===== src/rtl/rpcg_pkg.sv =====
// Shared types and constants of the random password character generator.
package rpcg_pkg;

    localparam int WORD_W      = 16;
    localparam int CFG_W       = 7;
    localparam int CFG_IDX_W   = 2;
    localparam int CHAR_W      = 7;
    localparam int POS_W       = 8;
    localparam int QUEUE_DEPTH = 2;

    localparam logic [CFG_IDX_W-1:0] CFG_PASSWORD_LENGTH = 2'd0;
    localparam logic [CFG_IDX_W-1:0] CFG_CAPITAL_COUNT   = 2'd1;
    localparam logic [CFG_IDX_W-1:0] CFG_DIGIT_COUNT     = 2'd2;

    localparam logic [CFG_W-1:0] RST_PASSWORD_LENGTH = 7'd16;
    localparam logic [CFG_W-1:0] RST_CAPITAL_COUNT   = 7'd1;
    localparam logic [CFG_W-1:0] RST_DIGIT_COUNT     = 7'd1;

    localparam logic [POS_W-1:0]  ALPHA_MOD    = 8'd26;
    localparam logic [POS_W-1:0]  DIGIT_MOD    = 8'd10;
    localparam logic [CHAR_W-1:0] BASE_LOWER   = 7'h61;
    localparam logic [CHAR_W-1:0] BASE_CAPITAL = 7'h41;
    localparam logic [CHAR_W-1:0] BASE_DIGIT   = 7'h30;

    localparam logic [WORD_W-1:0] ALPHA_RECIP = 16'd40330;
    localparam int                ALPHA_SHIFT = 20;
    localparam logic [WORD_W-1:0] DIGIT_RECIP = 16'd52429;
    localparam int                DIGIT_SHIFT = 19;

    typedef enum logic [1:0] {
        KIND_LOWER   = 2'd0,
        KIND_CAPITAL = 2'd1,
        KIND_DIGIT   = 2'd2
    } t_kind;

    typedef enum logic [1:0] {
        PH_IDLE  = 2'd0,
        PH_PLACE = 2'd1,
        PH_EMIT  = 2'd2
    } t_phase;

    typedef enum logic [2:0] {
        BK_IDLE   = 3'd0,
        BK_READ   = 3'd1,
        BK_START  = 3'd2,
        BK_DIVIDE = 3'd3,
        BK_APPLY  = 3'd4,
        BK_EMIT   = 3'd5
    } t_back_state;

    typedef struct packed {
        logic [WORD_W-1:0] word;
        logic              place;
        logic              new_pw;
        logic              capital;
        logic [POS_W-1:0]  divisor;
        logic [POS_W-1:0]  last_idx;
        logic [POS_W-1:0]  pos;
        logic              last;
    } t_cmd;

endpackage


===== src/rtl/random_password_char_generator_top.sv =====
// Top level of the random password character generator.
// A character request taken by an idle back end passes through READ and EMIT before its
// result is strobed. The back end pops one request at a time, only from idle; a placement
// request strobes nothing and holds the back end for the 16-step remainder by pool size.
// Reset: synchronous, active low; config returns to 16/1/1, no table clearing pass.
// Results are strobed for one cycle and cannot be stalled by the receiver.
module random_password_char_generator_top #(
    parameter int MAX_LEN = 64
) (
    input  logic                          i_clk,
    input  logic                          i_rst_n,
    input  logic                          start,
    output logic                          busy,
    input  logic [rpcg_pkg::WORD_W-1:0]    i_random_word,
    input  logic                          i_cfg_valid,
    output logic                          o_cfg_ready,
    input  logic [rpcg_pkg::CFG_IDX_W-1:0] i_cfg_index,
    input  logic [rpcg_pkg::CFG_W-1:0]     i_cfg_data,
    output logic                          o_valid,
    output logic [rpcg_pkg::CHAR_W-1:0]    o_character,
    output logic                          o_last_of_password
);
    import rpcg_pkg::*;

    t_cmd front_cmd;
    t_cmd head_cmd;
    logic q_full;
    logic q_empty;
    logic q_pop;
    logic accept;

    assign busy        = q_full;
    assign accept      = start && !q_full;
    assign o_cfg_ready = 1'b1;

    rpcg_front #(
        .MAX_LEN (MAX_LEN)
    ) u_front (
        .i_clk         (i_clk),
        .i_rst_n       (i_rst_n),
        .i_cfg_valid   (i_cfg_valid),
        .i_cfg_index   (i_cfg_index),
        .i_cfg_data    (i_cfg_data),
        .i_accept      (accept),
        .i_random_word (i_random_word),
        .o_cmd         (front_cmd)
    );

    rpcg_queue u_queue (
        .i_clk   (i_clk),
        .i_rst_n (i_rst_n),
        .i_push  (accept),
        .i_data  (front_cmd),
        .o_full  (q_full),
        .i_pop   (q_pop),
        .o_data  (head_cmd),
        .o_empty (q_empty)
    );

    rpcg_back #(
        .MAX_LEN (MAX_LEN)
    ) u_back (
        .i_clk       (i_clk),
        .i_rst_n     (i_rst_n),
        .i_cmd       (head_cmd),
        .i_empty     (q_empty),
        .o_pop       (q_pop),
        .o_valid     (o_valid),
        .o_character (o_character),
        .o_last      (o_last_of_password)
    );

endmodule


===== src/rtl/rpcg_queue.sv =====
// Two-entry command queue between the front end and the back end.
module rpcg_queue (
    input  logic          i_clk,
    input  logic          i_rst_n,
    input  logic          i_push,
    input  rpcg_pkg::t_cmd i_data,
    output logic          o_full,
    input  logic          i_pop,
    output rpcg_pkg::t_cmd o_data,
    output logic          o_empty
);
    import rpcg_pkg::*;

    localparam int PTR_W = (QUEUE_DEPTH > 1) ? $clog2(QUEUE_DEPTH) : 1;
    localparam int CNT_W = $clog2(QUEUE_DEPTH + 1);

    t_cmd             r_mem [QUEUE_DEPTH];
    logic [PTR_W-1:0] r_wr_ptr;
    logic [PTR_W-1:0] r_rd_ptr;
    logic [CNT_W-1:0] r_count;
    logic             push_ok;
    logic             pop_ok;

    assign o_full  = (r_count == CNT_W'(QUEUE_DEPTH));
    assign o_empty = (r_count == '0);
    assign o_data  = r_mem[r_rd_ptr];
    assign push_ok = i_push && !o_full;
    assign pop_ok  = i_pop && !o_empty;

    always_ff @(posedge i_clk) begin
        if (push_ok) begin
            r_mem[r_wr_ptr] <= i_data;
        end
    end

    always_ff @(posedge i_clk) begin
        if (!i_rst_n) begin
            r_wr_ptr <= '0;
            r_rd_ptr <= '0;
            r_count  <= '0;
        end else begin
            if (push_ok) begin
                r_wr_ptr <= (r_wr_ptr == PTR_W'(QUEUE_DEPTH - 1)) ? '0 : r_wr_ptr + 1'b1;
            end
            if (pop_ok) begin
                r_rd_ptr <= (r_rd_ptr == PTR_W'(QUEUE_DEPTH - 1)) ? '0 : r_rd_ptr + 1'b1;
            end
            if (push_ok && !pop_ok) begin
                r_count <= r_count + 1'b1;
            end else if (pop_ok && !push_ok) begin
                r_count <= r_count - 1'b1;
            end
        end
    end

endmodule


===== src/rtl/rpcg_divider.sv =====
// Bit-serial restoring remainder unit, one dividend bit per cycle.
module rpcg_divider (
    input  logic                       i_clk,
    input  logic                       i_rst_n,
    input  logic                       i_start,
    input  logic [rpcg_pkg::WORD_W-1:0] i_dividend,
    input  logic [rpcg_pkg::POS_W-1:0]  i_divisor,
    output logic                       o_done,
    output logic [rpcg_pkg::POS_W-1:0]  o_rem
);
    import rpcg_pkg::*;

    localparam int CNT_W = $clog2(WORD_W + 1);

    logic              r_busy;
    logic              r_done;
    logic [CNT_W-1:0]  r_cnt;
    logic [WORD_W-1:0] r_word;
    logic [POS_W-1:0]  r_div;
    logic [POS_W-1:0]  r_rem;
    logic [POS_W:0]    trial;
    logic              fits;

    assign trial  = {r_rem, r_word[WORD_W-1]};
    assign fits   = (trial >= {1'b0, r_div});
    assign o_done = r_done;
    assign o_rem  = r_rem;

    always_ff @(posedge i_clk) begin
        if (i_start) begin
            r_word <= i_dividend;
            r_div  <= i_divisor;
            r_rem  <= '0;
        end else if (r_busy) begin
            r_word <= {r_word[WORD_W-2:0], 1'b0};
            r_rem  <= fits ? POS_W'(trial - {1'b0, r_div}) : POS_W'(trial);
        end
    end

    always_ff @(posedge i_clk) begin
        if (!i_rst_n) begin
            r_busy <= 1'b0;
            r_done <= 1'b0;
            r_cnt  <= '0;
        end else begin
            r_done <= r_busy && (r_cnt == CNT_W'(1));
            if (i_start) begin
                r_busy <= 1'b1;
                r_cnt  <= CNT_W'(WORD_W);
            end else if (r_busy) begin
                r_cnt <= r_cnt - 1'b1;
                if (r_cnt == CNT_W'(1)) begin
                    r_busy <= 1'b0;
                end
            end
        end
    end

endmodule


===== src/rtl/rpcg_front.sv =====
// Front end: configuration registers, password sequencing and command issue.
module rpcg_front #(
    parameter int MAX_LEN = 64
) (
    input  logic                          i_clk,
    input  logic                          i_rst_n,
    input  logic                          i_cfg_valid,
    input  logic [rpcg_pkg::CFG_IDX_W-1:0] i_cfg_index,
    input  logic [rpcg_pkg::CFG_W-1:0]     i_cfg_data,
    input  logic                          i_accept,
    input  logic [rpcg_pkg::WORD_W-1:0]    i_random_word,
    output rpcg_pkg::t_cmd                 o_cmd
);
    import rpcg_pkg::*;

    localparam int LW = $clog2(MAX_LEN + 1);
    localparam int EW = ((LW > CFG_W) ? LW : CFG_W) + 1;

    logic [CFG_W-1:0] r_cfg_len;
    logic [CFG_W-1:0] r_cfg_caps;
    logic [CFG_W-1:0] r_cfg_digs;

    t_phase        r_phase, n_phase;
    logic [LW-1:0] r_step, n_step;
    logic [LW-1:0] r_rem, n_rem;
    logic [LW-1:0] r_caps, n_caps;
    logic [LW-1:0] r_cd, n_cd;
    logic [LW-1:0] r_len, n_len;

    logic [EW-1:0] max_e;
    logic [EW-1:0] caps_e;
    logic [EW-1:0] digs_e;
    logic [EW-1:0] len_e;
    logic [EW-1:0] eff_c;
    logic [EW-1:0] dmax;
    logic [EW-1:0] eff_d;
    logic [EW-1:0] req_n;
    logic [EW-1:0] clip_n;
    logic [EW-1:0] eff_cd;
    logic [EW-1:0] eff_l;

    logic          cur_place;
    logic          cur_new;
    logic [LW-1:0] cur_step;
    logic [LW-1:0] cur_rem;
    logic [LW-1:0] cur_caps;
    logic [LW-1:0] cur_cd;
    logic [LW-1:0] cur_len;
    logic [LW:0]   step_inc;

    always_ff @(posedge i_clk) begin
        if (!i_rst_n) begin
            r_cfg_len  <= RST_PASSWORD_LENGTH;
            r_cfg_caps <= RST_CAPITAL_COUNT;
            r_cfg_digs <= RST_DIGIT_COUNT;
        end else if (i_cfg_valid) begin
            case (i_cfg_index)
                CFG_PASSWORD_LENGTH: r_cfg_len  <= i_cfg_data;
                CFG_CAPITAL_COUNT:   r_cfg_caps <= i_cfg_data;
                CFG_DIGIT_COUNT:     r_cfg_digs <= i_cfg_data;
                default: ;
            endcase
        end
    end

    always_ff @(posedge i_clk) begin
        if (!i_rst_n) begin
            r_phase <= PH_IDLE;
            r_step  <= '0;
            r_rem   <= '0;
            r_caps  <= '0;
            r_cd    <= '0;
            r_len   <= '0;
        end else if (i_accept) begin
            r_phase <= n_phase;
            r_step  <= n_step;
            r_rem   <= n_rem;
            r_caps  <= n_caps;
            r_cd    <= n_cd;
            r_len   <= n_len;
        end
    end

    always_comb begin
        max_e  = EW'(MAX_LEN);
        caps_e = EW'(r_cfg_caps);
        digs_e = EW'(r_cfg_digs);
        len_e  = EW'(r_cfg_len);
        eff_c  = (caps_e > max_e) ? max_e : caps_e;
        dmax   = max_e - eff_c;
        eff_d  = (digs_e > dmax) ? dmax : digs_e;
        req_n  = (len_e == '0) ? EW'(1) : len_e;
        clip_n = (req_n > max_e) ? max_e : req_n;
        eff_cd = eff_c + eff_d;
        eff_l  = (eff_cd > clip_n) ? eff_cd : clip_n;

        if (r_phase == PH_IDLE) begin
            cur_new   = 1'b1;
            cur_place = (eff_cd != '0);
            cur_step  = '0;
            cur_rem   = LW'(eff_l);
            cur_caps  = LW'(eff_c);
            cur_cd    = LW'(eff_cd);
            cur_len   = LW'(eff_l);
        end else begin
            cur_new   = 1'b0;
            cur_place = (r_phase == PH_PLACE);
            cur_step  = r_step;
            cur_rem   = r_rem;
            cur_caps  = r_caps;
            cur_cd    = r_cd;
            cur_len   = r_len;
        end

        step_inc = {1'b0, cur_step} + 1'b1;

        o_cmd.word     = i_random_word;
        o_cmd.place    = cur_place;
        o_cmd.new_pw   = cur_new;
        o_cmd.capital  = (cur_step < cur_caps);
        o_cmd.divisor  = POS_W'(cur_rem);
        o_cmd.last_idx = POS_W'(cur_rem - 1'b1);
        o_cmd.pos      = POS_W'(cur_step);
        o_cmd.last     = (step_inc >= {1'b0, cur_len});

        n_caps = cur_caps;
        n_cd   = cur_cd;
        n_len  = cur_len;
        n_rem  = cur_rem;
        if (cur_place) begin
            n_rem = cur_rem - 1'b1;
            if (step_inc >= {1'b0, cur_cd}) begin
                n_phase = PH_EMIT;
                n_step  = '0;
            end else begin
                n_phase = PH_PLACE;
                n_step  = LW'(step_inc);
            end
        end else if (o_cmd.last) begin
            n_phase = PH_IDLE;
            n_step  = '0;
        end else begin
            n_phase = PH_EMIT;
            n_step  = LW'(step_inc);
        end
    end

endmodule


===== src/rtl/rpcg_back.sv =====
// Back end: position sampling, kind table and character generation.
module rpcg_back #(
    parameter int MAX_LEN = 64
) (
    input  logic                       i_clk,
    input  logic                       i_rst_n,
    input  rpcg_pkg::t_cmd              i_cmd,
    input  logic                       i_empty,
    output logic                       o_pop,
    output logic                       o_valid,
    output logic [rpcg_pkg::CHAR_W-1:0] o_character,
    output logic                       o_last
);
    import rpcg_pkg::*;

    localparam int IW = (MAX_LEN > 1) ? $clog2(MAX_LEN) : 1;

    t_back_state r_state, n_state;
    t_cmd        r_cmd;
    logic [IW-1:0] r_rpos;

    logic [IW-1:0]      r_pool_mem [MAX_LEN];
    logic [MAX_LEN-1:0] r_pool_vld;
    logic [1:0]         r_kind_mem [MAX_LEN];
    logic [MAX_LEN-1:0] r_kind_vld;

    logic [IW-1:0] r_pool_a;
    logic [IW-1:0] r_pool_b;
    logic          r_pvld_a;
    logic          r_pvld_b;
    logic [1:0]    r_kind_rd;
    logic          r_kvld_rd;

    logic [WORD_W-1:0] r_quo_alpha;
    logic [WORD_W-1:0] r_quo_digit;

    logic              r_out_valid;
    logic [CHAR_W-1:0] r_char;
    logic              r_last;

    t_kind            cur_kind;
    logic             div_start;
    logic             div_done;
    logic [POS_W-1:0] div_rem;
    logic [IW-1:0]    last_addr;
    logic [IW-1:0]    pos_addr;
    logic [IW-1:0]    sel_pos;
    logic [IW-1:0]    moved;
    logic [CHAR_W-1:0] base;
    logic [CHAR_W-1:0] offset;

    logic [2*WORD_W-1:0] prod_alpha;
    logic [2*WORD_W-1:0] prod_digit;
    logic [WORD_W-1:0]   rem_alpha;
    logic [WORD_W-1:0]   rem_digit;

    rpcg_divider u_divider (
        .i_clk      (i_clk),
        .i_rst_n    (i_rst_n),
        .i_start    (div_start),
        .i_dividend (r_cmd.word),
        .i_divisor  (r_cmd.divisor),
        .o_done     (div_done),
        .o_rem      (div_rem)
    );

    assign last_addr   = r_cmd.last_idx[IW-1:0];
    assign pos_addr    = r_cmd.pos[IW-1:0];
    assign sel_pos     = r_pvld_a ? r_pool_a : r_rpos;
    assign moved       = r_pvld_b ? r_pool_b : last_addr;
    assign o_valid     = r_out_valid;
    assign o_character = r_char;
    assign o_last      = r_last;

    assign prod_alpha = r_cmd.word * ALPHA_RECIP;
    assign prod_digit = r_cmd.word * DIGIT_RECIP;
    assign rem_alpha  = r_cmd.word - WORD_W'(r_quo_alpha * WORD_W'(ALPHA_MOD));
    assign rem_digit  = r_cmd.word - WORD_W'(r_quo_digit * WORD_W'(DIGIT_MOD));

    always_comb begin
        if (!r_kvld_rd) begin
            cur_kind = KIND_LOWER;
        end else begin
            case (r_kind_rd)
                KIND_CAPITAL: cur_kind = KIND_CAPITAL;
                KIND_DIGIT:   cur_kind = KIND_DIGIT;
                default:      cur_kind = KIND_LOWER;
            endcase
        end
        case (cur_kind)
            KIND_CAPITAL: begin
                base   = BASE_CAPITAL;
                offset = rem_alpha[CHAR_W-1:0];
            end
            KIND_DIGIT: begin
                base   = BASE_DIGIT;
                offset = rem_digit[CHAR_W-1:0];
            end
            default: begin
                base   = BASE_LOWER;
                offset = rem_alpha[CHAR_W-1:0];
            end
        endcase
    end

    always_comb begin
        n_state   = r_state;
        o_pop     = 1'b0;
        div_start = 1'b0;
        case (r_state)
            BK_IDLE: begin
                if (!i_empty) begin
                    o_pop   = 1'b1;
                    n_state = i_cmd.place ? BK_START : BK_READ;
                end
            end
            BK_READ: begin
                n_state = r_cmd.place ? BK_APPLY : BK_EMIT;
            end
            BK_START: begin
                div_start = 1'b1;
                n_state   = BK_DIVIDE;
            end
            BK_DIVIDE: begin
                if (div_done) begin
                    n_state = BK_READ;
                end
            end
            BK_APPLY: begin
                n_state = BK_IDLE;
            end
            BK_EMIT: begin
                n_state = BK_IDLE;
            end
            default: n_state = BK_IDLE;
        endcase
    end

    always_ff @(posedge i_clk) begin
        if (!i_rst_n) begin
            r_state <= BK_IDLE;
        end else begin
            r_state <= n_state;
        end
    end

    always_ff @(posedge i_clk) begin
        if (o_pop) begin
            r_cmd <= i_cmd;
        end
        if (r_state == BK_DIVIDE && div_done) begin
            r_rpos <= div_rem[IW-1:0];
        end
    end

    always_ff @(posedge i_clk) begin
        if (r_state == BK_READ) begin
            r_quo_alpha <= WORD_W'(prod_alpha >> ALPHA_SHIFT);
            r_quo_digit <= WORD_W'(prod_digit >> DIGIT_SHIFT);
        end
    end

    always_ff @(posedge i_clk) begin
        if (r_state == BK_READ) begin
            r_pool_a  <= r_pool_mem[r_rpos];
            r_pool_b  <= r_pool_mem[last_addr];
            r_pvld_a  <= r_pool_vld[r_rpos];
            r_pvld_b  <= r_pool_vld[last_addr];
            r_kind_rd <= r_kind_mem[pos_addr];
            r_kvld_rd <= r_kind_vld[pos_addr];
        end
        if (r_state == BK_APPLY) begin
            r_pool_mem[r_rpos]  <= moved;
            r_kind_mem[sel_pos] <= r_cmd.capital ? KIND_CAPITAL : KIND_DIGIT;
        end
    end

    always_ff @(posedge i_clk) begin
        if (!i_rst_n) begin
            r_pool_vld <= '0;
            r_kind_vld <= '0;
        end else if (o_pop && i_cmd.new_pw) begin
            r_pool_vld <= '0;
            r_kind_vld <= '0;
        end else if (r_state == BK_APPLY) begin
            r_pool_vld[r_rpos]  <= 1'b1;
            r_kind_vld[sel_pos] <= 1'b1;
        end
    end

    always_ff @(posedge i_clk) begin
        if (!i_rst_n) begin
            r_out_valid <= 1'b0;
        end else begin
            r_out_valid <= (r_state == BK_EMIT);
        end
    end

    always_ff @(posedge i_clk) begin
        if (r_state == BK_EMIT) begin
            r_char <= base + offset;
            r_last <= r_cmd.last;
        end
    end

endmodule


===== config.mk =====
export PLATFORM = sky130hd
export DESIGN_NAME = random_password_char_generator_top
export DESIGN_NICKNAME = d
export VERILOG_FILES = /design/src/rtl/rpcg_pkg.sv /design/src/rtl/random_password_char_generator_top.sv /design/src/rtl/rpcg_queue.sv /design/src/rtl/rpcg_divider.sv /design/src/rtl/rpcg_front.sv /design/src/rtl/rpcg_back.sv
export SDC_FILE = /design/constraint.sdc
export NUM_CORES = 2
export LEC_CHECK = 0
export CAP_MARGIN = 40
export CORE_ASPECT_RATIO = 2
export CORE_UTILIZATION = 69
export DETAILED_ROUTE_END_ITERATION = 8
export DONT_BUFFER_PORTS = 1
export PLACE_DENSITY_LB_ADDON = 0.1
export SLEW_MARGIN = 10
export SYNTH_ARGS = -nofsm -noshare
export SYNTH_HDL_FRONTEND = slang
export SYNTH_HIERARCHICAL = 1
export SYNTH_SLANG_ARGS = --single-unit

===== constraint.sdc =====
create_clock -name i_clk -period 11.6 [get_ports i_clk]
set_input_delay 0.58 -clock i_clk [delete_from_list [all_inputs] [get_ports i_clk]]
set_output_delay 0.58 -clock i_clk [all_outputs]
set_load 0.02 [all_outputs]

==> run summary <==
Final setup viols: 0
Vias in the first global route: 32800
Min-delay src: i_cfg_data[0]
Die footprint: 71400 um2
Skew final: 0.0297 ns
Antenna violations before repair: 1
Antenna fix cells: 0
GR Overflow Total: 0
CP startpoint: u_front/r_cfg_caps[6]
Synth Area per Inst: 13.8 um2
CP max FO: 11
Clock insertion delay at the later pin of the skew report: 0.70 ns
Crit path kind: reg2reg
CP startpoint kind: register
RSZ-0062 raised after global routing: false
Worst R2R Path Depth: 30
Vias per inst: 6.89
Cell count after synthesis: 3505
Worst slack, placed: 2.99 ns
Area Growth Syn to Fin: 7.96%
Worst setup margin: 2.85 ns
GR Util All Layers: 38.7%
Reg2reg setup slack: 2.85 ns
Routed via count: 30700
Max transition margin: 32.0%
Worst-margin pin slew: 1.02 ns
Outcome: complete, no violations
CTS sink cnt: 908
Gpl congestion: 0.981
Routed len/inst: 30.0 um
Synthesized cell area: 48500 um2
R2r startpoint: u_front/r_cfg_caps[6]
First-pass GRT wire length: 199000 um
CP endpoint kind: register
WL final: 134000 um
Crit-path slowest cell: a2111oi_0
Die height: 377 um
Hold Path End: u_front/r_cfg_caps[0]
Drt initial violations: 2500
Largest net degree at the start of global routing: 114
Max Slew Vio Count: 0
Fillers: 4301
Max_cap viols: 0
Multi-input gate area in the final layout: 21200 um2
DR DRC count: 0
Final hold vios: 0
FP Rows: 137
Period utilization: 75.4%
Longest Clk Path Bufs: 3
FF/Latch Area: 25200 um2
Drt first pass iters: 8
CTS clk-pin slew, worst paths: 0.07 ns
Htree depth: 3
Most frequent CP cell: a21o_1
Hold depth: 2
# IOs: 40
Worst EP required: 12.18 ns
Antenna-violating nets left: 0
Fin crit period: 8.75 ns
Share of layout cells above drive strength 1: 16.1%
Root Driver: clkbuf_16
Worst hold path class: in2reg
Final core utilization: 75.2%
Post-cts resize count: 0
Arrival time at the worst endpoint: 9.33 ns
Core Region: 69600 um2
Layout Nets: 3913
CTS buffer count: 77
PortBufs: 0
Initial Utilization: 69.7%
Detailed Place HPWL: 94900 um
Die X: 189 um
Syn_nets: 3929
FMAX: 114 MHz
Max stage delay on crit path: 0.80 ns
Total of warnings raised by yosys: 6
Critical R2R Capture: u_front/r_step[1]
Accumulated negative setup slack: 0 ns
CTS tree: done
## sequential cells by signal, indices dropped and copies added (netlist names), 7 cells and up, named ones only
register	count
u_queue/r_mem	80
u_front/r_cfg_len	7
u_back/r_pool_vld	64
u_front/r_cd	7
u_front/r_caps	7
u_back/r_kind_mem	128
u_front/r_rem	7
u_front/r_step	7
u_back/o_character	7
u_back/u_divider/r_div	8
u_back/u_divider/r_word	16
u_front/r_cfg_caps	7
u_back/r_kind_vld	64
u_back/r_pool_mem	384
u_front/r_len	7
u_back/u_divider/o_rem	8
u_front/r_cfg_digs	7
u_back/r_cmd	27
## layer usage
layer / routed length (um) / track usage, % / part of all wire, %
met1: 40200 / 37.6 / 30
met2: 70700 / 68.4 / 53
met3: 8430 / 7.11 / 6.3
met4: 14200 / 35.7 / 11
met5: 0 / 0.140 / 0
## layout by cell type, fill, tap and decap left out, types with 55 or more instances in the layout
| master | n |
|---|---|
| edfxtp_1 | 698 |
| mux2_2 | 83 |
| buf_4 | 55 |
| a21oi_1 | 85 |
| dfxtp_1 | 209 |
| mux4_2 | 242 |
| o21a_1 | 142 |
| inv_1 | 302 |
| nor2_1 | 282 |
| fa_1 | 145 |
| nand2_1 | 131 |
| clkbuf_16 | 79 |
| ha_1 | 250 |
| mux2i_1 | 107 |
## through the flow
| step | cell area, um2 | hold WS, ns | cells |
|---|---|---|---|
| 2_1_floorplan | 48500 | 0.400 | 3505 |
| 3_3_place_gp | 49000 | 0.411 | 4258 |
| 3_5_place_dp | 49500 | 0.413 | 4291 |
| 4_1_cts | 52300 | 0.00347 | 4450 |
| 5_1_grt | 52400 | 0.0142 | 4455 |
| 6_report | 52400 | 0.0257 | 4455 |
## critical path, delay by kind of cell (launching register included)
family          cells  cell delay, ns
compound gates     15            3.88
simple gates        8            2.02
fa+ha+maj           4            1.22
xor+xnor            2            0.56
flops               1            0.52
mux                 1            0.42
## worst max path at each step
stage                                   end  slack, ns  cells after the start
final                     u_front/r_step[1]       2.85                     30
after global routing      u_front/r_step[1]       2.26                     30
after CTS                 u_front/r_step[1]       2.92                     30
after detailed placement  u_front/r_step[1]       2.99                     30
after global placement    u_front/r_step[1]       3.07                     30
after floorplan           u_front/r_step[1]       3.85                     32
## timing repair
action,CTS,global route
endpoints found under the hold margin,35,0
hold buffers,17,0
endpoints found under the setup margin,0,0
setup buffers,0,0
## final cells by class
class / count / share of cell area (%)
sequential: 908 / 48.1
clock inverter: 43 / 1.12
multi-input combinational: 2100 / 40.5
clock buffer: 99 / 4.00
inverter: 308 / 2.21
tap: 903 / 2.16
timing repair buffer: 94 / 1.91
Power is not shown: default switching activity piles up to over one toggle a cycle in this logic, so the estimate is an artifact.
